[config.mk]
export PLATFORM = sky130hd
export DESIGN_NAME = boxavg_cfg
export DESIGN_NICKNAME = d
export VERILOG_FILES = /design/src/hdl/boxavg_pkg.sv /design/src/hdl/boxavg_cfg.sv
export SDC_FILE = /design/constraint.sdc
export NUM_CORES = 1
export LEC_CHECK = 0
export BUFFER_PORTS_ARGS = -buffer_cell sky130_fd_sc_hd__buf_4
export CORE_AREA = 2 2 64 66
export CTS_CLUSTER_SIZE = 20
export DETAILED_ROUTE_END_ITERATION = 12
export DIE_AREA = 0 0 66 68
export GPL_ROUTABILITY_DRIVEN = 0
export PLACE_DENSITY_LB_ADDON = 0.12
export SLEW_MARGIN = 30
export SYNTH_ARGS = -nofsm -noshare
export SYNTH_HDL_FRONTEND = slang
export SYNTH_SLANG_ARGS = --single-unit
[constraint.sdc]
create_clock -name clk -period 2.74 [get_ports clk]
set_input_delay 0.411 -clock clk [delete_from_list [all_inputs] [get_ports clk]]
set_output_delay 0.411 -clock clk [all_outputs]
set_load 0.005 [all_outputs]
[src/hdl/boxavg_pkg.sv]
`timescale 1ns / 1ps

package boxavg_pkg;

  // Defaults for the top level parameters
  localparam int DEF_MAX_WIDTH  = 1024;
  localparam int DEF_MAX_FACTOR = 16;

  // Tallest source image, in rows
  localparam int HEIGHT_LIMIT = 1024;

  // Field and register widths
  localparam int FACTOR_W = 5;
  localparam int DIM_W    = 11;
  localparam int PIX_W    = 8;
  localparam int SUM_W    = 16;
  // Position plus up to two blocks
  localparam int POS_W    = DIM_W + 1;
  localparam int SQ_W     = 2 * FACTOR_W;
  localparam int RECIP_W  = 15;

  // APB port
  localparam int APB_ADDR_W = 4;
  localparam int APB_DATA_W = 32;

  typedef enum logic [1:0] {
    REG_FACTOR = 2'd0,
    REG_WIDTH  = 2'd1,
    REG_HEIGHT = 2'd2
  } reg_idx_t;

  // Effective (clamped) configuration
  typedef struct packed {
    logic [FACTOR_W-1:0] factor;
    logic [DIM_W-1:0]    width;
    logic [DIM_W-1:0]    height;
  } cfg_t;

  // Completed block handed to the divider
  typedef struct packed {
    logic [SUM_W-1:0] sum;
    logic             last;
  } blk_t;

  // floor(65536 / (f*f)) for f = 0..31; f below 2 never used
  localparam logic [RECIP_W-1:0] RECIP_TAB [32] = '{
    15'd0,     15'd0,     15'd16384, 15'd7281,  15'd4096,  15'd2621,  15'd1820,  15'd1337,
    15'd1024,  15'd809,   15'd655,   15'd541,   15'd455,   15'd387,   15'd334,   15'd291,
    15'd256,   15'd226,   15'd202,   15'd181,   15'd163,   15'd148,   15'd135,   15'd123,
    15'd113,   15'd104,   15'd96,    15'd89,    15'd83,    15'd77,    15'd72,    15'd68
  };

endpackage

[src/hdl/boxavg_cfg.sv]
`timescale 1ns / 1ps

module boxavg_cfg import boxavg_pkg::*; #(
  parameter int MAX_WIDTH  = DEF_MAX_WIDTH,
  parameter int MAX_FACTOR = DEF_MAX_FACTOR
) (
  input  logic                  clk,
  input  logic                  rst,
  input  logic                  psel,
  input  logic                  penable,
  input  logic                  pwrite,
  input  logic [APB_ADDR_W-1:0] paddr,
  input  logic [APB_DATA_W-1:0] pwdata,
  output logic [APB_DATA_W-1:0] prdata,
  output logic                  pready,
  output cfg_t                  cfg,
  output logic                  restart
);

  logic [FACTOR_W-1:0] factor_reg;
  logic [DIM_W-1:0]    width_reg;
  logic [DIM_W-1:0]    height_reg;
  reg_idx_t            reg_idx;
  logic                wr;

  assign pready  = 1'b1;
  assign reg_idx = reg_idx_t'(paddr[3:2]);
  assign wr      = psel && penable && pwrite;

  // any write to a known register restarts the frame
  always_comb begin
    restart = wr && (reg_idx inside {REG_FACTOR, REG_WIDTH, REG_HEIGHT});
  end

  // register file
  always_ff @(posedge clk) begin
    if (rst) begin
      factor_reg <= FACTOR_W'(2);
      width_reg  <= DIM_W'(64);
      height_reg <= DIM_W'(64);
    end else if (wr) begin
      case (reg_idx)
        REG_FACTOR: factor_reg <= pwdata[FACTOR_W-1:0];
        REG_WIDTH:  width_reg  <= pwdata[DIM_W-1:0];
        REG_HEIGHT: height_reg <= pwdata[DIM_W-1:0];
        default: ;
      endcase
    end
  end

  // read back
  always_comb begin
    case (reg_idx)
      REG_FACTOR: prdata = APB_DATA_W'(factor_reg);
      REG_WIDTH:  prdata = APB_DATA_W'(width_reg);
      REG_HEIGHT: prdata = APB_DATA_W'(height_reg);
      default:    prdata = '0;
    endcase
  end

  // clamp to the supported ranges
  always_comb begin
    if (factor_reg < FACTOR_W'(2))       cfg.factor = FACTOR_W'(2);
    else if (int'(factor_reg) > MAX_FACTOR) cfg.factor = FACTOR_W'(MAX_FACTOR);
    else                                 cfg.factor = factor_reg;

    if (width_reg == '0)                 cfg.width = DIM_W'(1);
    else if (int'(width_reg) > MAX_WIDTH) cfg.width = DIM_W'(MAX_WIDTH);
    else                                 cfg.width = width_reg;

    if (height_reg == '0)                cfg.height = DIM_W'(1);
    else if (int'(height_reg) > HEIGHT_LIMIT) cfg.height = DIM_W'(HEIGHT_LIMIT);
    else                                 cfg.height = height_reg;
  end

endmodule

## After elaboration in Yosys (flattened, before gate mapping)

Index checks and enable logic that the tools add are counted.

| word-level totals | value |
|---|---|
| flip-flop bits (word level) | 27 |
| bits of input ports | 41 |
| output and inout bits | 61 |
| word-level logic and storage cells | 26 |

| operators by class | value |
|---|---|
| order comparisons | 4 |
| eq/ne operators | 2 |
| multiplexer cells | 7 |
| reduce and logical (&&, ||, !) cells | 10 |

Operator list:

| kind | number |
|---|---|
| 11-bit two-way mux | 4 |
| 11-bit case mux with 3 select lines | 1 |
| 11-bit > comparator (second input constant) | 2 |
| 11-bit logical NOT | 2 |
| 5-bit two-way mux | 2 |
| 2-bit AND reduction | 3 |
| 5-bit > comparator (second input constant) | 1 |
| 5-bit by 2-bit < comparator with 1-bit output (second input constant) | 1 |
| 1-bit logical AND | 3 |
| 3-bit nonzero test | 1 |
| 2-bit by 1-bit == test with 1-bit output (second input constant) | 1 |
| 2-bit == test (second input constant) | 1 |
| 2-bit logical NOT | 1 |

## Depth between registers and ports, before layout

Gate-level depths: netlist of run 1.

| logic depth | value |
|---|---|
| word-level depth | 3 |
| mapped depth | 5 |
| mapped depth without buffers | 3 |

## Worst setup path before layout of run 1

Ideal clock, no wire load.

| timing | value |
|---|---|
| path type | input to output |
| start point | input port paddr[2] |
| end point | output port prdata[10] |
| arrival time | 1.135 ns |
| required time | 2.329 ns |
| path slack | 1.194 ns |
| cell stages on the path | 4 |
| path buffers | 2 |
| path through | buf_4 nor2b_4 clkbuf_1 a22o_1 |

| on the way | value |
|---|---|
| word-level cells in the longest chain between the ends | 2 |
| elaborated cells between the ends (all ways) | 4 |
| classes of those cells | eq/ne (2); mux (1); reduce/logical (1) |

Ends and longest elaborated chain:

| what | line | source |
|---|---|---|
| start, declared | boxavg_cfg.sv:12 | `input logic [APB_ADDR_W-1:0] paddr,` |
| 2-bit == test (tied with other cells) | boxavg_cfg.sv:53 | `case (reg_idx)` |
| 11-bit case mux with 3 select lines * | boxavg_cfg.sv:53 |  |
| end, declared | boxavg_cfg.sv:14 | `output logic [APB_DATA_W-1:0] prdata,` |

Mark *: on every way between the ends. The rest lies on a longest branch, timed or not.

==> results of run 1 <==
## placed cells by master (no fill, tap or decap)
cell type  synthesis  final
clkinv_2           0      1
or3_1              1      1
buf_4             26     58
inv_1              1      1
dfxtp_1           27     27
nor3b_1            1      1
nand2_1            5      5
a21oi_1            1      1
nor4_1             3      3
a22o_1             6      6
nor2_1            11     11
nor2b_1           21     21
mux2i_1           32     32
nor3b_2            1      1
a31oi_1            1      1
o21ai_0            6      6
nand2b_1          34     34
nor2b_4            1      1
conb_1             2     22
nand4_1            1      1
clkbuf_8           0      3
nand3_1            2      2
nor3_1             2      2
## worst paths after layout
kind                    end  slack [ns]  depth (start not counted)
max reg2reg  height_reg[10]        1.80                          2
min           height_reg[6]        0.40                          3
min reg2reg    width_reg[0]        0.50                          2
max                 cfg[11]        0.88                          4
## cells by family (layout without fill, tap and decap cells)
group / after synthesis / in the layout / share of synthesized area
muxes: 32 / 32 / 0.189
DFF: 27 / 27 / 0.319
buffers and inverters: 38 / 63 / 0.143
and+or+nand+nor: 83 / 83 / 0.289
other: 2 / 22 / 0.00444
AOI/OAI and AO/OA: 14 / 14 / 0.0554
## stage by stage
| step | utilization | setup WS (ns) | power [mW] | instance area (um^2) |
|---|---|---|---|---|
| floorplan | - | 1.19 | 0.491 | 1770 |
| global placement | 0.526 | 0.926 | 0.510 | 2030 |
| detailed placement | 0.526 | 0.939 | 0.510 | 2030 |
| CTS | 0.538 | 0.864 | 0.735 | 2070 |
| global route | 0.538 | 0.847 | 0.763 | 2070 |
| finish | 0.538 | 0.881 | 0.729 | 2070 |
## power by group
part | switching, mW | total (mW) | leakage (nW) | internal (mW)
sequential | 0.00662 | 0.404 | 0.218 | 0.397
clock | 0.126 | 0.228 | 0.0255 | 0.102
combinational | 0.0464 | 0.0969 | 0.775 | 0.0505
## per-layer routing
| layer | vias to the layer above | part of all wire | track usage |
|---|---|---|---|
| met1 | 625 | 0.47 | 0.239 |
| met3 | 7 | 0.055 | 0.0214 |
| met4 | 0 | 0.014 | 0.0638 |
| met5 | - | 0 | 0 |
| li1 | 689 | - | - |
| met2 | 55 | 0.46 | 0.292 |
## layout make-up
cell class	instances	share of cell area
clock buffer	3	0.0199
clock inverter	1	0.00241
inverter	1	0.00181
multi-input combinational	151	0.475
sequential	27	0.261
tap	50	0.0302
timing repair buffer	58	0.210
## critical path: stages (launching register included)
cell and delay [ns]:
dfxtp_1 0.35, nor4_1 0.44, a31oi_1 0.14, nor2_1 0.11, buf_4 0.12
==> flow_summary.toml, run 1 <==
[finish]
instances_no_fill = 291
drive_gt1_frac = 0.266
area.growth.synth_to_final_pct = 22.5
nets = 283
multi_input_area_um2 = 986
antenna_cells = 0
nFillCells = 400
regArea_um2 = 541

[synth]
seq_area_frac_synth = 0.319
ys_types = 23
async_flop_share = 0
synth_warnings = 0
synth.top_cell.area_share = 0.319
synth.area.top_cells = "dfxtp_1, mux2i_1, nand2b_1"
ys.flop_type = "dfxtp_1"
synth_area_mm2 = 0.00169
synth_area_per_cell_um2 = 8.64
yosys.area.top_type = "dfxtp_1"
ys_ff_latch = 27
synth_edf_count = 0
synth.most_common_cell = "nand2b_1"
netlist_top_cells_count = "nand2b_1, mux2i_1, dfxtp_1, buf_4, nor2b_1"
netlist_instances = 196

[global_route]
grt_pass1_wl_mm = 6.02
grt_pass1_vias = 1240
antenna_found_initial = 0
grt_use_total = 0.177
grt_overflow = 0
grt_start_max_net_pins = 40

[sta]
rsz0062_at_grt = "false"
tightest_slew_ns = 0.510
slew_headroom = 0.660
tns_ns = 0
clock_skew_ns = 0
fin_crit_sh = 0.679
report.final.slew_viol_count = 0
setup_viol = 0
clock.fmax_mhz = 538
whs_ns = 0.400
fin_crit_ns = 1.86
final_hold_viol_count = 0

[detailed_routing]
final_antenna_net_count = 0
drt-initial-drc-count = 37
wire_per_inst_um = 13.1
viasPerCell = 4.73
routed_wl_mm = 3.80
post-route-drc-count = 0
num_vias = 1376
drt-pass1-iter-count = 4

[clock_tree]
clock_sinks = 27
clk_pin_slew_ns = 0.09
h-tree-depth = 1
ctsResizeCount = 0
post_cts_buffers = 0
cts_tree = "done"
root_buffer = "clkbuf_8"
cts_buffers = 3
clk_latency_ns = 0.27
cts-hold-fix-buffers = 0
clock_path_buffers = 2

[worst_hold_path]
hp-class = "in2reg"
min_from = "pwdata[6]"

[power]
leakage_nw = 1.02
ir_drop_mv = 0.175
powerDensity_mw_per_mm2 = 352

[setup_path]
crit_path_start = "width_reg[5]"
path_class = "reg2out"
cp_max_fo = 4
worstPathArrival_ns = 1.45
end_kind = "primary output"
reg2reg_from = "height_reg[10]"
critical_path_required_ns = 2.33
critPathLaunchType = "flip-flop"

[placement]
hpwl_mm = 2.76
post-place-cells = 287
port_buffers = 56

[floorplanning]
dieArea_mm2 = 0.00449
fp-row-count = 23
die_h_um = 68
start_util = 0.439
pin_count = 102
dieWidth_um = 66
core_mm2 = 0.00386

[run]
cap_violations = 0

[status]
status = "finished, final reports clean"
No activity file was read; power rests on OpenSTA's default activity.
==> inputs of run 2 (changes only) <==
--- a/config.mk
+++ b/config.mk
@@ -6,10 +6,10 @@
 export NUM_CORES = 1
 export LEC_CHECK = 0
 export BUFFER_PORTS_ARGS = -buffer_cell sky130_fd_sc_hd__buf_4
-export CORE_AREA = 2 2 64 66
+export CORE_AREA = 2 2 69 71
 export CTS_CLUSTER_SIZE = 20
 export DETAILED_ROUTE_END_ITERATION = 12
-export DIE_AREA = 0 0 66 68
+export DIE_AREA = 0 0 71 73
 export GPL_ROUTABILITY_DRIVEN = 0
 export PLACE_DENSITY_LB_ADDON = 0.12
 export SLEW_MARGIN = 30
==> constraint.sdc (replaced) <==
create_clock -name clk -period 1.7 [get_ports clk]
set_input_delay 0.255 -clock clk [delete_from_list [all_inputs] [get_ports clk]]
set_output_delay 0.255 -clock clk [all_outputs]
set_load 0.005 [all_outputs]
==> run 2 against run 1 <==
Against the previous run: hold slack got worse by 0.15 ns; first-iteration DRC count rose by 2.7%; global-route usage fell by 2.9 points; via count fell by 0.22%; clock-buffer cell count rose by 1; core utilization fell by 7.3 points; total power rose by 60%; combinational power rose by 63%; critical path depth did not move; critical path type unchanged; sequential power rose by 61%; clock power rose by 56%.
==> flow_summary.toml, run 2 (synthesis gave the netlist of run 1 again) <==
[status]
status = "finished, final reports clean"

[finish]
drive_gt1_frac = 0.275
final_common_cell = "buf_4"
instances_no_fill = 298
final_cell_mix = "buf_4, nand2b_1, mux2i_1, dfxtp_1, conb_1"
nets = 286
utilization = 0.465
fin_area_mm2 = 0.00211
antenna_cells = 0
area.growth.synth_to_final_pct = 24.5

[sta]
clock.fmax_mhz = 638
fin_crit_ns = 1.57
rsz0062_at_grt = "false"
report.final.slew_viol_count = 0
fin_crit_sh = 0.922
clock_skew_ns = 0
final_hold_viol_count = 0
tns_ns = 0
setup_viol = 0
whs_ns = 0.249

[global_route]
busiest_layer = "met2"
antenna_found_initial = 0
grt_use_total = 0.148
grt_pass1_wl_mm = 6.10
grtUsageMet3 = 0.0262
use_met2 = 0.247
grt_overflow = 0
grt_start_max_net_pins = 40
grt_use_met1 = 0.202
grt_pass1_vias = 1285

[floorplanning]
dieArea_mm2 = 0.00518
start_util = 0.373
die_h_um = 73
dieWidth_um = 71
fp-row-count = 25
core_mm2 = 0.00454
pin_count = 102

[power]
leakage_nw = 1.03
seqPwrFrac = 0.559
p_sw_frac = 0.234
pwr-share-comb = 0.136
intPower_mw = 0.891
p_switching_mw = 0.272
powerDensity_mw_per_mm2 = 552
clock_power_share = 0.305
ir_drop_mv = 0.353

[clock_tree]
root_buffer = "clkbuf_8"
h-tree-depth = 1
post_cts_buffers = 0
cts_buffers = 3
clk_pin_slew_ns = 0.09
cts_tree = "done"
clk_latency_ns = 0.26
cts-hold-fix-buffers = 0
clock_sinks = 27
clock_path_buffers = 2

[detailed_routing]
post-route-drc-count = 0
drt-pass1-iter-count = 4
routed_wl_mm = 3.88
drt-initial-drc-count = 38
viasPerCell = 4.61
final_antenna_net_count = 0
num_vias = 1373
wire_per_inst_um = 13.0

[setup_path]
path_class = "reg2out"
critPathLaunchType = "flip-flop"
worstPathArrival_ns = 1.31
critical_path_required_ns = 1.44
end_kind = "primary output"
cp_max_fo = 4

[placement]
hpwl_mm = 2.90
port_buffers = 56
post-place-cells = 294
post_dp_cell_area_mm2 = 0.00206

[worst_hold_path]
hp-class = "in2reg"

[run]
cap_violations = 0
run 2: changes by cell type in the layout (fill, tap and decap cells not counted), sizes merged:
| cell | change |
|---|---|
| clkbuf | +1 |
| buf | +3 |
| clkinv | -1 |
run 2: per-layer routing:
layer	share of wire	vias up	routed length, um
met5	0	-	0
met4	0.0067	0	26
met3	0.054	2	208
met2	0.47	47	1820
met1	0.47	630	1820
li1	-	694	-
run 2: worst paths after layout:
path,end,slack (ns),depth (start not counted),start
min reg2reg,width_reg[0],0.50,2,width_reg[0]
max,cfg[11],0.13,4,width_reg[5]
min,height_reg[6],0.25,3,pwdata[6]
max reg2reg,width_reg[10],0.77,3,width_reg[10]
run 2: power groups by stage:
stage	combinational (mW)	sequential, mW	clock [mW]
after global placement	0.160	0.665	0
after global routing	0.175	0.652	0.401
after detailed placement	0.159	0.665	0
after CTS	0.159	0.650	0.371
after floorplan	0.130	0.661	0
final	0.158	0.650	0.355
run 2: per-stage QoR:
stage	power, mW	setup slack, ns
global placement	0.824	0.282
global route	1.23	0.0358
floorplan	0.791	0.466
detailed placement	0.824	0.302
CTS	1.18	0.0927
finish	1.16	0.133
run 2: area by class of cell:
| class | instances | area [um^2] |
|---|---|---|
| fillers | 493 | 2430 |
| multi-input cells | 151 | 992 |
| flip-flops and latches | 27 | 541 |
| repair buffers | 61 | 458 |
| well taps | 54 | 67.6 |
| clock buffers | 4 | 45.0 |
| inverters | 1 | 3.75 |
run 2: timing repair:
action	in CTS	in global routing
gates resized for setup	1	0
endpoints found under the hold margin	0	0
endpoints found under the setup margin	1	0
run 2: worst max-delay path, cell delays in order, from the launching register on:
cell and delay [ns]:
dfxtp_1 0.36, nor4_2 0.35, a31oi_1 0.13, nor2_1 0.10, buf_4 0.12
