<file path="src/hdl/boxavg_pkg.sv">
`timescale 1ns / 1ps

package boxavg_pkg;

  // Defaults for the top level parameters
  localparam int DEF_MAX_WIDTH  = 1024;
  localparam int DEF_MAX_FACTOR = 16;

  // Tallest source image, in rows
  localparam int HEIGHT_LIMIT = 1024;

  // Field and register widths
  localparam int FACTOR_W = 5;
  localparam int DIM_W    = 11;
  localparam int PIX_W    = 8;
  localparam int SUM_W    = 16;
  // Position plus up to two blocks
  localparam int POS_W    = DIM_W + 1;
  localparam int SQ_W     = 2 * FACTOR_W;
  localparam int RECIP_W  = 15;

  // APB port
  localparam int APB_ADDR_W = 4;
  localparam int APB_DATA_W = 32;

  typedef enum logic [1:0] {
    REG_FACTOR = 2'd0,
    REG_WIDTH  = 2'd1,
    REG_HEIGHT = 2'd2
  } reg_idx_t;

  // Effective (clamped) configuration
  typedef struct packed {
    logic [FACTOR_W-1:0] factor;
    logic [DIM_W-1:0]    width;
    logic [DIM_W-1:0]    height;
  } cfg_t;

  // Completed block handed to the divider
  typedef struct packed {
    logic [SUM_W-1:0] sum;
    logic             last;
  } blk_t;

  // floor(65536 / (f*f)) for f = 0..31; f below 2 never used
  localparam logic [RECIP_W-1:0] RECIP_TAB [32] = '{
    15'd0,     15'd0,     15'd16384, 15'd7281,  15'd4096,  15'd2621,  15'd1820,  15'd1337,
    15'd1024,  15'd809,   15'd655,   15'd541,   15'd455,   15'd387,   15'd334,   15'd291,
    15'd256,   15'd226,   15'd202,   15'd181,   15'd163,   15'd148,   15'd135,   15'd123,
    15'd113,   15'd104,   15'd96,    15'd89,    15'd83,    15'd77,    15'd72,    15'd68
  };

endpackage

</file>
<file path="src/hdl/boxavg_div.sv">
`timescale 1ns / 1ps

module boxavg_div import boxavg_pkg::*; (
  input  logic                clk,
  input  logic                rst,
  input  logic [FACTOR_W-1:0] factor,
  input  logic                blk_valid,
  input  blk_t                blk,
  output logic                blk_ready,
  output logic                out_valid,
  input  logic                out_ready,
  output logic [PIX_W-1:0]    out_pixel,
  output logic                out_last
);

  localparam int PROD_W = SUM_W + RECIP_W;
  localparam int QD_W   = PIX_W + SQ_W;

  // stage 1: block sum with divisor constants
  logic                s1_valid;
  logic [SUM_W-1:0]    s1_sum;
  logic                s1_last;
  logic [RECIP_W-1:0]  s1_recip;
  logic [SQ_W-1:0]     s1_sq;

  // stage 2: reciprocal product
  logic                s2_valid;
  logic [PROD_W-1:0]   s2_prod;
  logic [SUM_W-1:0]    s2_sum;
  logic [SQ_W-1:0]     s2_sq;
  logic                s2_last;

  // output word
  logic                o_valid;
  logic [PIX_W-1:0]    o_pixel;
  logic                o_last;

  logic                advance;
  logic [PIX_W-1:0]    q_est;
  logic [QD_W-1:0]     qd;
  logic [QD_W-1:0]     rem;
  logic                fix;
  logic [PIX_W:0]      q_sum;

  // estimate is the quotient or one below; one compare corrects it
  assign q_est = s2_prod[SUM_W +: PIX_W];
  assign qd    = QD_W'(q_est) * QD_W'(s2_sq);
  assign rem   = QD_W'(s2_sum) - qd;
  assign fix   = rem >= QD_W'(s2_sq);
  assign q_sum = (PIX_W + 1)'(q_est) + (PIX_W + 1)'(fix);

  // the whole chain moves when the output word is free or taken
  assign advance   = !o_valid || out_ready;
  assign blk_ready = !s1_valid || advance;

  assign out_valid = o_valid;
  assign out_pixel = o_pixel;
  assign out_last  = o_last;

  // valid bits
  always_ff @(posedge clk) begin
    if (rst) begin
      s1_valid <= 1'b0;
      s2_valid <= 1'b0;
      o_valid  <= 1'b0;
    end else begin
      if (advance) begin
        o_valid  <= s2_valid;
        s2_valid <= s1_valid;
      end
      if (blk_valid) begin
        s1_valid <= 1'b1;
      end else if (advance) begin
        s1_valid <= 1'b0;
      end
    end
  end

  // data path
  always_ff @(posedge clk) begin
    if (blk_valid) begin
      s1_sum   <= blk.sum;
      s1_last  <= blk.last;
      s1_recip <= RECIP_TAB[factor];
      s1_sq    <= SQ_W'(factor) * SQ_W'(factor);
    end
    if (advance) begin
      s2_prod <= PROD_W'(s1_sum) * PROD_W'(s1_recip);
      s2_sum  <= s1_sum;
      s2_sq   <= s1_sq;
      s2_last <= s1_last;
      o_pixel <= q_sum[PIX_W-1:0];
      o_last  <= s2_last;
    end
  end

  a_rem_range: assert property (@(posedge clk) disable iff (rst)
    s2_valid |-> (32'(rem) < 32'(s2_sq) * 32'd2))
    else $error("reciprocal estimate off by more than one");

  a_quot_range: assert property (@(posedge clk) disable iff (rst)
    s2_valid |-> !q_sum[PIX_W])
    else $error("quotient overflows a pixel");

  a_s1_hold: assert property (@(posedge clk) disable iff (rst)
    (s1_valid && !advance) |=> (s1_valid && $stable(s1_sum)))
    else $error("stalled block lost in stage one");

endmodule

</file>
<file path="config.mk">
export PLATFORM = sky130hd
export DESIGN_NAME = boxavg_div
export DESIGN_NICKNAME = d
export VERILOG_FILES = /design/src/hdl/boxavg_pkg.sv /design/src/hdl/boxavg_div.sv
export SDC_FILE = /design/constraint.sdc
export NUM_CORES = 1
export LEC_CHECK = 0
export BUFFER_PORTS_ARGS = -buffer_cell sky130_fd_sc_hd__buf_2
export CORE_MARGIN = 8
export CORE_UTILIZATION = 27
export DETAILED_ROUTE_END_ITERATION = 6
export PLACE_DENSITY_LB_ADDON = 0.05
export SYNTH_ARGS = -nofsm -noshare
export SYNTH_HDL_FRONTEND = slang
export SYNTH_SLANG_ARGS = --single-unit
export TNS_END_PERCENT = 20
</file>
<file path="constraint.sdc">
create_clock -name clk -period 7.1 [get_ports clk]
set_input_delay 0.355 -clock clk [delete_from_list [all_inputs] [get_ports clk]]
set_output_delay 0.355 -clock clk [all_outputs]
set_load 0.02 [all_outputs]
</file>
# Word-level counts from Yosys, hierarchy flattened
# Memory sizes are Yosys's and may differ from the RTL's. A register that Yosys moved wholly into a read port is not among the register bits.
# Cells that the tools add are included.
[op_classes] addsub=2 mul=3 n_div=0 n_lt_le_gt_ge=1 n_eq_ne=0 n_shift=0 n_mux=2 n_bitwise=1 n_reduce_logical=5
[ops] operator="16-bit by 15-bit multiplier with 24-bit output" count=1
[ops] operator="18-bit by 10-bit greater-or-equal comparator with 1-bit output" count=1
[ops] operator="8-bit by 10-bit multiplier with 18-bit output" count=1
[ops] operator="16-bit by 18-bit subtractor with 18-bit output" count=1
[ops] operator="5-bit by 5-bit multiplier with 10-bit output" count=1
[ops] operator="8-bit by 1-bit adder with 8-bit output" count=1
[ops] operator="5-bit NOT with 6-bit output" count=1
[ops] operator="1-bit zero test" count=2
[ops] operator="1-bit logical OR" count=2
[ops] operator="1-bit two-way mux" count=2
[ops] operator="2-bit nonzero test" count=1
[word_totals] regBits=90 latchBits=0 mem_bits_rw=0 mem_bits_ro=480 in_bits=26 wordCells=27 memories=1
[memory_table] memory="(no name shown)" words=32 word_bits=15 read_ports=1 rd_clocked_by_memory_dff=1 write_ports=0 line="boxavg_div.sv:84" rtl="s1_recip <= RECIP_TAB[factor];"

# Longest topological paths before layout
# Gate-level depths: netlist of run 1.
[logic_depth] word_depth=4 mapped_depth=29 ltp_nobuf=28

# Worst setup path after synthesis of run 1
# Ideal clock, no wire load.
[synth_path] path_type="register to register" startpoint="reg s2_prod[17]" endpoint="reg o_pixel[6], in the netlist out_pixel[6], data pin" t_arrival_ns=5.898 t_required_ns=6.835 slack_ns=0.937 stages_incl_launch_ff=28 cell_sequence="edfxtp_1 -> clkbuf_1 -> and2_1 -> fa_1 -> inv_1 -> fa_1 -> fa_1 -> inv_1 -> fa_1 -> inv_1 -> ha_1 -> nand3_1 -> a21oi_1 -> or3_1 -> a21oi_1 -> xnor2_1 -> ha_1 -> and3_1 -> a2111oi_0 -> nand4_1 -> a21oi_1 -> o2111a_1 -> nand4_1 -> ha_1 -> ha_1 -> and3_1 -> nand3_1 -> xnor2_1"
[synth_via] elab_chain_cells=4
[synth_rtl] element="start: declaration" line="boxavg_div.sv:28" rtl="logic [PROD_W-1:0] s2_prod;"
[synth_rtl] element="start signal: assignment" line="boxavg_div.sv:88" rtl="s2_prod <= PROD_W'(s1_sum) * PROD_W'(s1_recip);"
[synth_rtl] element="8-bit by 10-bit multiplier with 18-bit output" line="boxavg_div.sv:47" rtl="assign qd = QD_W'(q_est) * QD_W'(s2_sq);"
[synth_rtl] element="16-bit by 18-bit subtractor with 18-bit output" line="boxavg_div.sv:48" rtl="assign rem = QD_W'(s2_sum) - qd;"
[synth_rtl] element="18-bit by 10-bit greater-or-equal comparator with 1-bit output" line="boxavg_div.sv:49" rtl="assign fix = rem >= QD_W'(s2_sq);"
[synth_rtl] element="8-bit by 1-bit adder with 8-bit output (*)" line="boxavg_div.sv:50" rtl="assign q_sum = (PIX_W + 1)'(q_est) + (PIX_W + 1)'(fix);"
[synth_rtl] element="net q_sum[6]" line="boxavg_div.sv:43" rtl="logic [PIX_W:0] q_sum;"
[synth_rtl] element="end signal: assignment" line="boxavg_div.sv:92" rtl="o_pixel <= q_sum[PIX_W-1:0];"
[synth_rtl] element="end: declaration" line="boxavg_div.sv:35" rtl="logic [PIX_W-1:0] o_pixel;"
# The timed path passes the listed nets; every way through them passes the cells marked *.
# A chain may end at the register's enable or synchronous reset.

# Worst setup path after layout of run 1
[layout_path] startpoint="reg s2_prod[19]" endpoint="reg o_pixel[6], in the netlist out_pixel[6], data pin"
# Same word-level chain as after synthesis.

==> results of run 1 <==
-- through the flow --
step           hold WS (ps)  area [µm²]  utilization
3_5_place_dp          405.4       14060       0.2946
6_report              145.9       14460       0.3029
5_1_grt               125.3       14460       0.3029
2_1_floorplan         400.3       13070            -
3_3_place_gp          404.0       14060       0.2946
4_1_cts               120.9       14360       0.3008
-- how the worst min path moves through the flow --
stage                             startpoint                   to  slack (ps)  cells past startpoint
after floorplan            s2_last$_DFFE_PP_   out_last$_DFFE_PP_         400                      0
after global placement    s1_sq[0]$_DFFE_PP_   s2_sq[0]$_DFFE_PP_         400                      0
after detailed placement  s1_sq[8]$_DFFE_PP_   s2_sq[8]$_DFFE_PP_         410                      0
after CTS                             blk[2]  s1_sum[1]$_DFFE_PP_         120                      1
after global routing                  blk[2]  s1_sum[1]$_DFFE_PP_         130                      1
final                                 blk[2]  s1_sum[1]$_DFFE_PP_         150                      1
-- layer usage --
layer,up-vias,GRT usage,part of all wire
li1,4283,-,-
met5,-,0,0
met3,24,0.01761,0.025
met2,119,0.2250,0.46
met4,0,0.02411,0.012
met1,4608,0.1933,0.50
-- synthesized netlist by cell type, drive strengths merged, types with 4 or more instances --
master    n
inv     286
nand2   150
clkbuf   46
ha      143
nand4     7
and3      4
o21ai    33
o21bai    6
nor2b     4
nand3    12
a21oi    37
xor2     11
edfxtp   83
and2    165
a211oi    9
a21o      7
nor3     11
o21a      8
nand2b    6
xnor2    30
fa      210
nor2     36
-- state kept, by name, summed over array words and instances, names as in the netlist --
signal,cells
s2_sum,16
out_last,1
s1_valid,1
s1_last,1
s1_sq,9
s2_last,1
s1_recip,14
out_pixel,8
s1_sum,16
s2_sq,9
s2_valid,1
s2_prod,8
out_valid,1
-- cell families after synthesis --
group	synth area share
xor+xnor	0.02749
compound gates	0.05996
mux	0.001533
flops	0.1954
fa+ha+maj	0.4588
buf+inv	0.09598
other cells	0.0005749
simple gates	0.1602
-- critical path: stages (launching register included) --
cell                        delay (ps)
sky130_fd_sc_hd__edfxtp_1          560
sky130_fd_sc_hd__and2_1            250
sky130_fd_sc_hd__fa_1              510
sky130_fd_sc_hd__inv_1              50
sky130_fd_sc_hd__fa_1              470
sky130_fd_sc_hd__fa_1              550
sky130_fd_sc_hd__inv_1              50
sky130_fd_sc_hd__fa_1              530
sky130_fd_sc_hd__inv_1              40
sky130_fd_sc_hd__ha_1              340
sky130_fd_sc_hd__o21a_1            140
sky130_fd_sc_hd__o21a_1            140
sky130_fd_sc_hd__o41a_1            220
sky130_fd_sc_hd__nor2_1             70
sky130_fd_sc_hd__xnor2_1           130
sky130_fd_sc_hd__ha_1              300
sky130_fd_sc_hd__and3_1            190
sky130_fd_sc_hd__a2111oi_0         360
sky130_fd_sc_hd__nand4_1           130
sky130_fd_sc_hd__a21oi_1           140
sky130_fd_sc_hd__o2111a_1          190
sky130_fd_sc_hd__nand4_1           170
sky130_fd_sc_hd__ha_1              280
sky130_fd_sc_hd__ha_1              210
sky130_fd_sc_hd__and3_1            170
sky130_fd_sc_hd__nand3_1           100
sky130_fd_sc_hd__xnor2_1            70
-- repair_timing --
item / in CTS / in global routing
setup endpoints to repair: 0 / 2
gates resized for setup: 0 / 0
hold buffers: 0 / 0
setup buffers: 0 / 13
-- area by class of cell --
| class | instances | share of cell area |
|---|---|---|
| clock buffers | 9 | 0.01557 |
| clock inverters | 7 | 0.005105 |
| inverters | 286 | 0.07423 |
| multi-input cells | 934 | 0.6406 |
| flip-flops and latches | 86 | 0.1765 |
| well taps | 615 | 0.05321 |
| repair buffers | 79 | 0.03478 |
==> reports/summary.md, run 1 <==
The flow ran to the end, and the final reports show no timing, DRC or antenna violations. Endpoint of the worst register-to-register path: out_pixel[6]$_DFFE_PP_. At the pin with the least slew margin, the transition time is 1061 ps. Dividing the detail-routed via count by the number of cells gives 4.481. The final-layout fill cell count is 5034, and the number of input and output port buffers inserted is 36. The via count of the first global-routing pass was 9992; the average cell area after synthesis was 9.662 µm². The async set or reset register ratio after synthesis is 0, and the highest clock rate is 0.1509 GHz. The cell count after synthesis came out at 1352. For the number of antenna violations at the first check in global routing, the log shows 2. For the global-route wire length before repair, the log shows 59090 µm.

In the final layout, flip-flops and latches occupy 2552 µm². 0 antenna diodes ended up in the layout. The synthesized netlist occupies a cell area of 13060 µm². Setup repair after global routing left no endpoint under its margin.

The max-slew violation count was 0. The worst setup path is launched from a flip-flop. Across the run, the number of max-cap violations was 0.

The routed design has 36900 µm of wire. The detail-routed net length per standard cell is 18.30 µm, and the detailed placement HPWL is 29670 µm. The logs give 7220 ps for the required time at the worst-slack endpoint and 510 for the DRC violation total after the first TritonRoute iteration. The run gives 0.2736 as the initial core utilization. Summed over all layers, the global routing overflow is 0. The predominant post-synthesis flop cell is sky130_fd_sc_hd__edfxtp_1. The most area-hungry cell type in the Yosys netlist is sky130_fd_sc_hd__fa_1. For the worst setup path, the data arrival time is 6740 ps. After layout, the worst setup slack is 473.1 ps. The critical path class was flip-flop to flip-flop. In this run the worst setup path terminates at out_pixel[6]$_DFFE_PP_.

The number of DRC violations after detailed routing was 0. The die covers 55670 µm². In the layout the commonest cells are sky130_fd_sc_hd__inv_1 (285), sky130_fd_sc_hd__fa_1 (210), sky130_fd_sc_hd__and2_1 (165). The run gives 6 as the length of the first detailed-routing pass in iterations. The share of cells above drive strength 1 is 0.07138.

In this run, synthesis produced a sequential element count of 86. For this run, the number of standard cells in the final layout without fillers is 2016. Ranked by total cell area, the synthesized netlist is headed by sky130_fd_sc_hd__fa_1 (32%), sky130_fd_sc_hd__edfxtp_1 (19%), sky130_fd_sc_hd__ha_1 (14%). The total area inside the core boundary comes to 47750 µm². The placement-stage worst setup slack was 259.6 ps. At the end of routability-driven placement, the weighted congestion stood at 0.7773. In this run the critical register-to-register path is launched from s2_prod[19]$_DFFE_PP_.

For the I/O pin count, the log shows 37. The leading cell type in the layout, fill and taps excluded was sky130_fd_sc_hd__inv_1. The final layout contains 1775 nets. For the clock latency at the later pin of the worst-skew pair, the log shows 380 ps. The tools report the clock tree root buffer cell as sky130_fd_sc_hd__clkbuf_16. The clock skew is 18.50 ps. In this run the worst hold path is classified as input port to flip-flop. TritonCTS created 9 clock buffers.

Final critical-path share of the clock period: 0.9334. The total negative slack is 0 ps, and the post-detailed-route count of antenna-violating nets is 0. The sequential share of the synthesized area was 0.1954; the number of enable flip-flop cells after synthesis was 83.

The logs give 86 for the number of sinks driven by the clock tree and 470 ps for the register-to-register setup slack. TritonCTS built the clock tree. The H-tree generated during clock tree synthesis spans 3 levels. The floorplan die width was 236.0 µm. The clock tree buffer depth came out at 2. STA classifies the critical path endpoint as a flip-flop. Measured in cells, the most critical reg-to-reg path has a length of 26.

Of all nets on the critical path, the largest fanout is 11. Counting tap cells, the placed design contains a total of 1987 instances. Entering global routing, the biggest net connects 44 pins. The overall die height is 236.0 µm.

The number of rows created at floorplan came out at 80. The area growth from synthesis to layout is 10.71%. The logs give 0 for the count of synthesis-stage warnings from yosys and 0 for the final-report hold violation count.

The clock period minus final worst setup slack is 6627 ps. The logs give 0.2929 for the worst slew slack as a fraction of its limit and 53 for the number of distinct library cell variants in the gate-level netlist after synthesis. The clock slew seen by the registers of the worst setup and hold paths was 90 ps. The tools report the overall track demand over capacity in global routing as 0.1372.

Tracing the worst setup path back leads to its startpoint at s2_prod[19]$_DFFE_PP_. Setup violations remaining at the end of the flow were counted as 0. Across all layers, the routed design uses 9034 vias.

The proportion of netlist area held by the largest area contributor was 0.3218. In the final layout, the multi-input gates occupy 9264 µm².
Power of run 1 is not shown: default switching activity piles up to over one toggle a cycle in this logic, so the estimate is an artifact.
==> inputs of run 2 (changes only) <==
--- a/config.mk
+++ b/config.mk
@@ -10,6 +10,7 @@
 export CORE_UTILIZATION = 27
 export DETAILED_ROUTE_END_ITERATION = 6
 export PLACE_DENSITY_LB_ADDON = 0.05
+export RECOVER_POWER = 50
 export SYNTH_ARGS = -nofsm -noshare
 export SYNTH_HDL_FRONTEND = slang
 export SYNTH_SLANG_ARGS = --single-unit
==> reports/summary.md, run 2 (same netlist as run 1, synthesis figures left out) <==
The flow ran to the end, but the final reports show violations. The checks that failed: capacitance limit, slew limit. Instance count along the most critical hold path: 1 (unchanged).

The cell with the biggest individual delay on the critical path is sky130_fd_sc_hd__edfxtp_1 (unchanged). The max-cap violation count was 1 (was 0); the initial core utilization was 0.2736 (unchanged). The critical path launch point type was a flip-flop (unchanged). The tools report the clock tree root buffer cell as sky130_fd_sc_hd__clkbuf_16 (unchanged). The number of antenna violations at the first check in global routing was 2 (unchanged). The number of DRC violations after detailed routing came out at 0 (unchanged). Largest registers: s1_sum: 16 flops, s2_sum: 16 flops, s1_recip: 14 flops (unchanged). Most frequent cells in the layout: sky130_fd_sc_hd__inv_1 (285), sky130_fd_sc_hd__fa_1 (210), sky130_fd_sc_hd__and2_1 (165) (unchanged). The startpoint of the worst-slack reg-to-reg timing path was s2_prod[19]$_DFFE_PP_ (unchanged).

TritonCTS built the clock tree. The detail-routed net length per standard cell came out at 18.28 µm (was 18.30 µm). For the register-to-register setup slack, the log shows 470 ps (about the same).

The floorplan die width came out at 236.0 µm (unchanged). The endpoint of the worst register-to-register path was out_pixel[6]$_DFFE_PP_ (unchanged). The final-report hold violation count was 0 (unchanged). The most crowded layer after global routing was met2 (unchanged).

The via count of the first global-routing pass is 9992 (unchanged). The share of cells above drive strength 1 came out at 0.06210 (was 0.07138). Setup repair after global routing left no endpoint under its margin. Number of input and output port buffers inserted: 36 (unchanged).

The overall track demand over capacity in global routing was 0.1372 (unchanged); the met1 track demand over resource in global routing was 0.1933 (unchanged). The capture endpoint of the worst hold path was s1_sum[4]$_DFFE_PP_ (was s1_sum[1]$_DFFE_PP_). The run gives 36840 µm (was 36900 µm) as the total routed wirelength. The final layout net count came out at 1775 (unchanged).

The run gives 4 (was 6) as the length of the first detailed-routing pass in iterations. The minimum setup slack in the final design is 473.3 ps (was 473.1 ps), and the leftover overflow at the end of global routing is 0 (unchanged). The I/O pin count is 37 (unchanged).

The H-tree depth is 3 (unchanged), and the number of buffers added to fix hold violations after cts is 0 (unchanged). The detailed placement HPWL was 29670 µm (unchanged); the clock slew seen by the registers of the worst setup and hold paths was 90 ps (about the same). The total negative slack is 0 ps (unchanged), and the area enclosed by the die boundary is 55670 µm² (unchanged).

For the placement-stage worst setup slack, the log shows 259.6 ps (unchanged). The run gives -0.8725 (was 0.2929) as the worst slew slack as a fraction of its limit. For the final-layout fill cell count, the log shows 5045 (was 5034). The leading cell type in the layout, fill and taps excluded was sky130_fd_sc_hd__inv_1 (unchanged). The startpoint of the lowest-slack hold path was blk[5] (was blk[2]).

For the number of buffers created by CTS, the log shows 9 (unchanged). The placeable core region came out at 47750 µm² (unchanged). The number of gates resized after cts is 0 (unchanged). The tools report the clock latency at the later pin of the worst-skew pair as 380 ps (about the same).

For the post-detailed-route count of antenna-violating nets, the log shows 0 (unchanged). The clock period minus final worst setup slack was 6627 ps (about the same); the worst-path maximum fanout was 11 (unchanged). For the pin count of the biggest net entering global routing, the log shows 44 (unchanged). The critical path class was flip-flop to flip-flop (unchanged). The overall die height came out at 236.0 µm (unchanged). The signed area change from the synthesized netlist to the final layout works out to 10.39% (was 10.71%).

The highest clock rate was 0.1509 GHz (about the same); the max-slew violation count was 42 (was 0). The run gives 7210 ps (was 7220 ps) as the required time at the worst-slack endpoint. Total via count in the routed design: 9023 (was 9034).

The cell depth of the worst flop-to-flop path was 26 (unchanged); the final weighted congestion of routability-driven global placement was 0.7773 (unchanged). The signal arrival time at the worst endpoint is 6740 ps (about the same), and the final critical-path share of the clock period is 0.9333 (was 0.9334). The final antenna diode count was 0 (unchanged); the global-route wire length before repair was 59090 µm (unchanged). The number of rows created at floorplan was 80 (unchanged); the via density per instance was 4.476 (was 4.481).

The startpoint of the worst setup timing path was s2_prod[19]$_DFFE_PP_ (unchanged). The type of the tightest min-delay check is input port to flip-flop (unchanged). The multi-input combinational cell area is 9264 µm² (unchanged).

The tools report the DRC violation total after the first TritonRoute iteration as 489 (was 510). The tools report the kind of end point of the critical path as a flip-flop (unchanged). The kind of cell adding the most delay to the critical path is adder cells (unchanged). The tools report the post-CTS setup-driven buffer insertion count as 0 (unchanged). For the area used by sequential logic in the layout, the log shows 2552 µm² (unchanged). The met3 track utilization from global routing was 0.01761 (unchanged). The run gives 0.2250 (unchanged) as the met2 layer usage reported by global route. The number of endpoints failing setup at the final stage came out at 0 (unchanged). The clock tree buffer depth was 2 (unchanged); the number of buffers and inverters on the critical path was 3 (unchanged). For the clock skew, the log shows 20.07 ps (was 18.50 ps). The stage delay of the slowest cell on the critical path was 560 ps (about the same). The worst-margin pin slew works out to 2809 ps (was 1061 ps). The number of sinks driven by the clock tree is 86 (unchanged).
## run 2: cell types whose count changed in the layout (fill, tap and decap cells not counted), sizes merged
cell | previous run | this run
clkbuf | 9 | 22
buf | 79 | 66
## run 2: per-stage QoR
stage / hold WS (ps) / area [µm²] / util / cells
6_report: 146.3 / 14420 / 0.3020 / 2016
3_5_place_dp: 405.4 / 14060 / 0.2946 / 1987
2_1_floorplan: 400.3 / 13070 / - / 1354
3_3_place_gp: 404.0 / 14060 / 0.2946 / 1987
5_1_grt: 125.3 / 14420 / 0.3020 / 2016
4_1_cts: 120.9 / 14360 / 0.3008 / 2003
## run 2: worst max-delay path by stage
stage	to	slack (ps)	cells past startpoint
3_5_place_dp	out_pixel[6]$_DFFE_PP_	260	26
3_3_place_gp	out_pixel[6]$_DFFE_PP_	370	26
4_1_cts	out_pixel[6]$_DFFE_PP_	240	26
2_1_floorplan	out_pixel[6]$_DFFE_PP_	940	27
5_1_grt	out_pixel[6]$_DFFE_PP_	7	26
6_report	out_pixel[6]$_DFFE_PP_	470	26
## run 2: layer usage
metal	part of all wire	wire length, µm
met1	0.50	18350
met3	0.029	1054
met5	0	0
met4	0.012	437
met2	0.46	17010
## run 2: area by class of cell
| cell class | count | area share |
|---|---|---|
| clock buffer | 9 | 0.01562 |
| clock inverter | 7 | 0.005119 |
| inverter | 286 | 0.07445 |
| multi-input combinational | 934 | 0.6424 |
| sequential | 86 | 0.1770 |
| tap | 615 | 0.05336 |
| timing repair buffer | 79 | 0.03202 |
Power of run 2 is left out for the same reason.
==> inputs of run 3 (changes only) <==
--- a/config.mk
+++ b/config.mk
@@ -6,8 +6,10 @@
 export NUM_CORES = 1
 export LEC_CHECK = 0
 export BUFFER_PORTS_ARGS = -buffer_cell sky130_fd_sc_hd__buf_2
+export CAP_MARGIN = 5
 export CORE_MARGIN = 8
 export CORE_UTILIZATION = 27
+export CTS_BUF_LIST = sky130_fd_sc_hd__clkbuf_2 sky130_fd_sc_hd__clkbuf_4 sky130_fd_sc_hd__clkbuf_8
 export DETAILED_ROUTE_END_ITERATION = 6
 export PLACE_DENSITY_LB_ADDON = 0.05
 export RECOVER_POWER = 50
==> reports/summary.md, run 3 (same netlist as run 1, synthesis figures left out) <==
For the max-slew violation count, the log shows 42 (unchanged). The max-cap violation count is 1 (unchanged), and the I/O pin count is 37 (unchanged). Most frequent cells in the layout: sky130_fd_sc_hd__inv_1 (285), sky130_fd_sc_hd__fa_1 (210), sky130_fd_sc_hd__and2_1 (165) (unchanged). Largest registers: s1_sum: 16 flops, s2_sum: 16 flops, s1_recip: 14 flops (unchanged). Critical path class: flip-flop to flip-flop (unchanged).

The clock slew seen by the registers of the worst setup and hold paths works out to 120 ps (was 90 ps). For the area used by sequential logic in the layout, the log shows 2552 µm² (unchanged). Setup repair after global routing left no endpoint under its margin.

The type of the tightest min-delay check is input port to flip-flop (unchanged). The logs give 2 (unchanged) for the clock tree buffer depth and 0.1370 (was 0.1372) for the overall track demand over capacity in global routing. Clock latency at the later pin of the worst-skew pair: 420 ps (was 380 ps). The cell depth of the worst flop-to-flop path is 26 (unchanged).

The run finished, with violations left. The final critical-path share of the clock period was 0.9354 (was 0.9333); the worst-path maximum fanout was 11 (unchanged). The logs give 0 ps (unchanged) for the total negative slack and 4 (unchanged) for the length of the first detailed-routing pass in iterations. The tools report the kind of end point of the critical path as a flip-flop (unchanged). Post-CTS setup-driven buffer insertion count: 0 (unchanged). The clock period minus final worst setup slack was 6642 ps (was 6627 ps).

Leading cell type in the layout, fill and taps excluded: sky130_fd_sc_hd__inv_1 (unchanged). The logs give 9264 µm² (unchanged) for the multi-input combinational cell area and 6800 ps (was 6740 ps) for the signal arrival time at the worst endpoint. TritonCTS built the clock tree. The utilization of the core after routing is 0.3000 (was 0.3020). Worst-margin pin slew: 2813 ps (was 2809 ps). The minimum setup slack in the final design came out at 458.5 ps (was 473.3 ps).

The placeable core region came out at 47750 µm² (unchanged). The run gives 7260 ps (was 7210 ps) as the required time at the worst-slack endpoint. The final antenna diode count was 0 (unchanged); the instance count along the most critical hold path was 1 (unchanged).

The final-layout fill cell count was 5058 (was 5045); the share of cells above drive strength 1 was 0.06281 (was 0.06210). The tools report the number of sinks driven by the clock tree as 86 (unchanged). The run gives 9 (unchanged) as the number of buffers created by CTS. Post-layout instance count excluding filler cells: 2016 (unchanged).

The run gives 259.6 ps (unchanged) as the placement-stage worst setup slack. The total routed wirelength is 36880 µm (was 36840 µm). The number of instances in the placed design is 1987 (unchanged), and the number of endpoints failing setup at the final stage is 0 (unchanged). The post-detailed-route count of antenna-violating nets is 0 (unchanged). The signed area change from the synthesized netlist to the final layout was 9.646% (was 10.39%); the pin count of the biggest net entering global routing was 44 (unchanged). The run gives 8995 (was 9023) as the total via count in the routed design.

The detail-routed net length per standard cell was 18.29 µm (was 18.28 µm). The run gives 0 (unchanged) as the number of DRC violations after detailed routing. The H-tree depth is 3 (unchanged), and the number of buffers added to fix hold violations after cts is 0 (unchanged).

The leftover overflow at the end of global routing came out at 0 (unchanged). Floorplan die width: 236.0 µm (unchanged). Violations in the final reports: capacitance limit, slew limit (unchanged). For the number of antenna violations at the first check in global routing, the log shows 2 (unchanged). The tools report the critical path launch point type as a flip-flop (unchanged).

The run gives 29670 µm (unchanged) as the detailed placement HPWL. The area enclosed by the die boundary was 55670 µm² (unchanged). Number of input and output port buffers inserted: 36 (unchanged). The logs give 0 (unchanged) for the number of gates resized after cts and 21.32 ps (was 20.07 ps) for the clock skew. The via density per instance works out to 4.462 (was 4.476). The clock tree root buffer cell is sky130_fd_sc_hd__clkbuf_8 (was sky130_fd_sc_hd__clkbuf_16).

For the DRC violation total after the first TritonRoute iteration, the log shows 490 (was 489). For the via count of the first global-routing pass, the log shows 9992 (unchanged). The final weighted congestion of routability-driven global placement was 0.7773 (unchanged). The logs give 0.2736 (unchanged) for the initial core utilization and 1775 (unchanged) for the final layout net count.

Final-report hold violation count: 0 (unchanged). For the highest clock rate, the log shows 0.1506 GHz (was 0.1509 GHz). The global-route wire length before repair was 59060 µm (was 59090 µm); the worst slew slack as a fraction of its limit was -0.8753 (was -0.8725).

The number of rows created at floorplan is 80 (unchanged). The overall die height was 236.0 µm (unchanged).
run 3: per-stage QoR:
stage	cell area, µm²	hold slack (ps)
2_1_floorplan	13070	400.3
3_3_place_gp	14060	404.0
3_5_place_dp	14060	405.4
4_1_cts	14260	54.45
5_1_grt	14320	60.24
6_report	14320	102.3
run 3: per-layer routing:
| metal | track usage | vias up | routed length, µm |
|---|---|---|---|
| li1 | - | 4287 | - |
| met1 | 0.1933 | 4584 | 18550 |
| met2 | 0.2251 | 101 | 17140 |
| met3 | 0.01726 | 23 | 769 |
| met4 | 0.02355 | 0 | 422 |
| met5 | 0 | - | 0 |
run 3: critical path: stages, from the launching register on:
cell and delay, ps:
sky130_fd_sc_hd__edfxtp_1 570, sky130_fd_sc_hd__and2_1 250, sky130_fd_sc_hd__fa_1 510, sky130_fd_sc_hd__inv_1 50, sky130_fd_sc_hd__fa_1 470, sky130_fd_sc_hd__fa_1 550, sky130_fd_sc_hd__inv_1 50, sky130_fd_sc_hd__fa_1 530
sky130_fd_sc_hd__inv_1 40, sky130_fd_sc_hd__ha_1 340, sky130_fd_sc_hd__o21a_1 140, sky130_fd_sc_hd__o21a_1 130, sky130_fd_sc_hd__o41a_1 220, sky130_fd_sc_hd__nor2_1 70, sky130_fd_sc_hd__xnor2_1 130, sky130_fd_sc_hd__ha_1 300
sky130_fd_sc_hd__and3_1 190, sky130_fd_sc_hd__a2111oi_0 360, sky130_fd_sc_hd__nand4_1 130, sky130_fd_sc_hd__a21oi_1 140, sky130_fd_sc_hd__o2111a_1 190, sky130_fd_sc_hd__nand4_1 170, sky130_fd_sc_hd__ha_1 280, sky130_fd_sc_hd__ha_1 210
sky130_fd_sc_hd__and3_1 170, sky130_fd_sc_hd__nand3_1 100, sky130_fd_sc_hd__xnor2_1 70
run 3: path summary, 6_finish.rpt:
path | startpoint | end | slack [ps]
min | blk[5] | s1_sum[4]$_DFFE_PP_ | 100
min reg2reg | s1_sq[9]$_DFFE_PP_ | s2_sq[9]$_DFFE_PP_ | 430
max | s2_prod[19]$_DFFE_PP_ | out_pixel[6]$_DFFE_PP_ | 460
max reg2reg | s2_prod[19]$_DFFE_PP_ | out_pixel[6]$_DFFE_PP_ | 460
run 3: layout make-up:
class | count | share of cell area
multi-input combinational | 934 | 0.6468
inverter | 286 | 0.07495
tap | 615 | 0.05373
sequential | 86 | 0.1782
clock buffer | 9 | 0.008649
timing repair buffer | 79 | 0.03250
clock inverter | 7 | 0.005154
Power of run 3 is left out for the same reason.
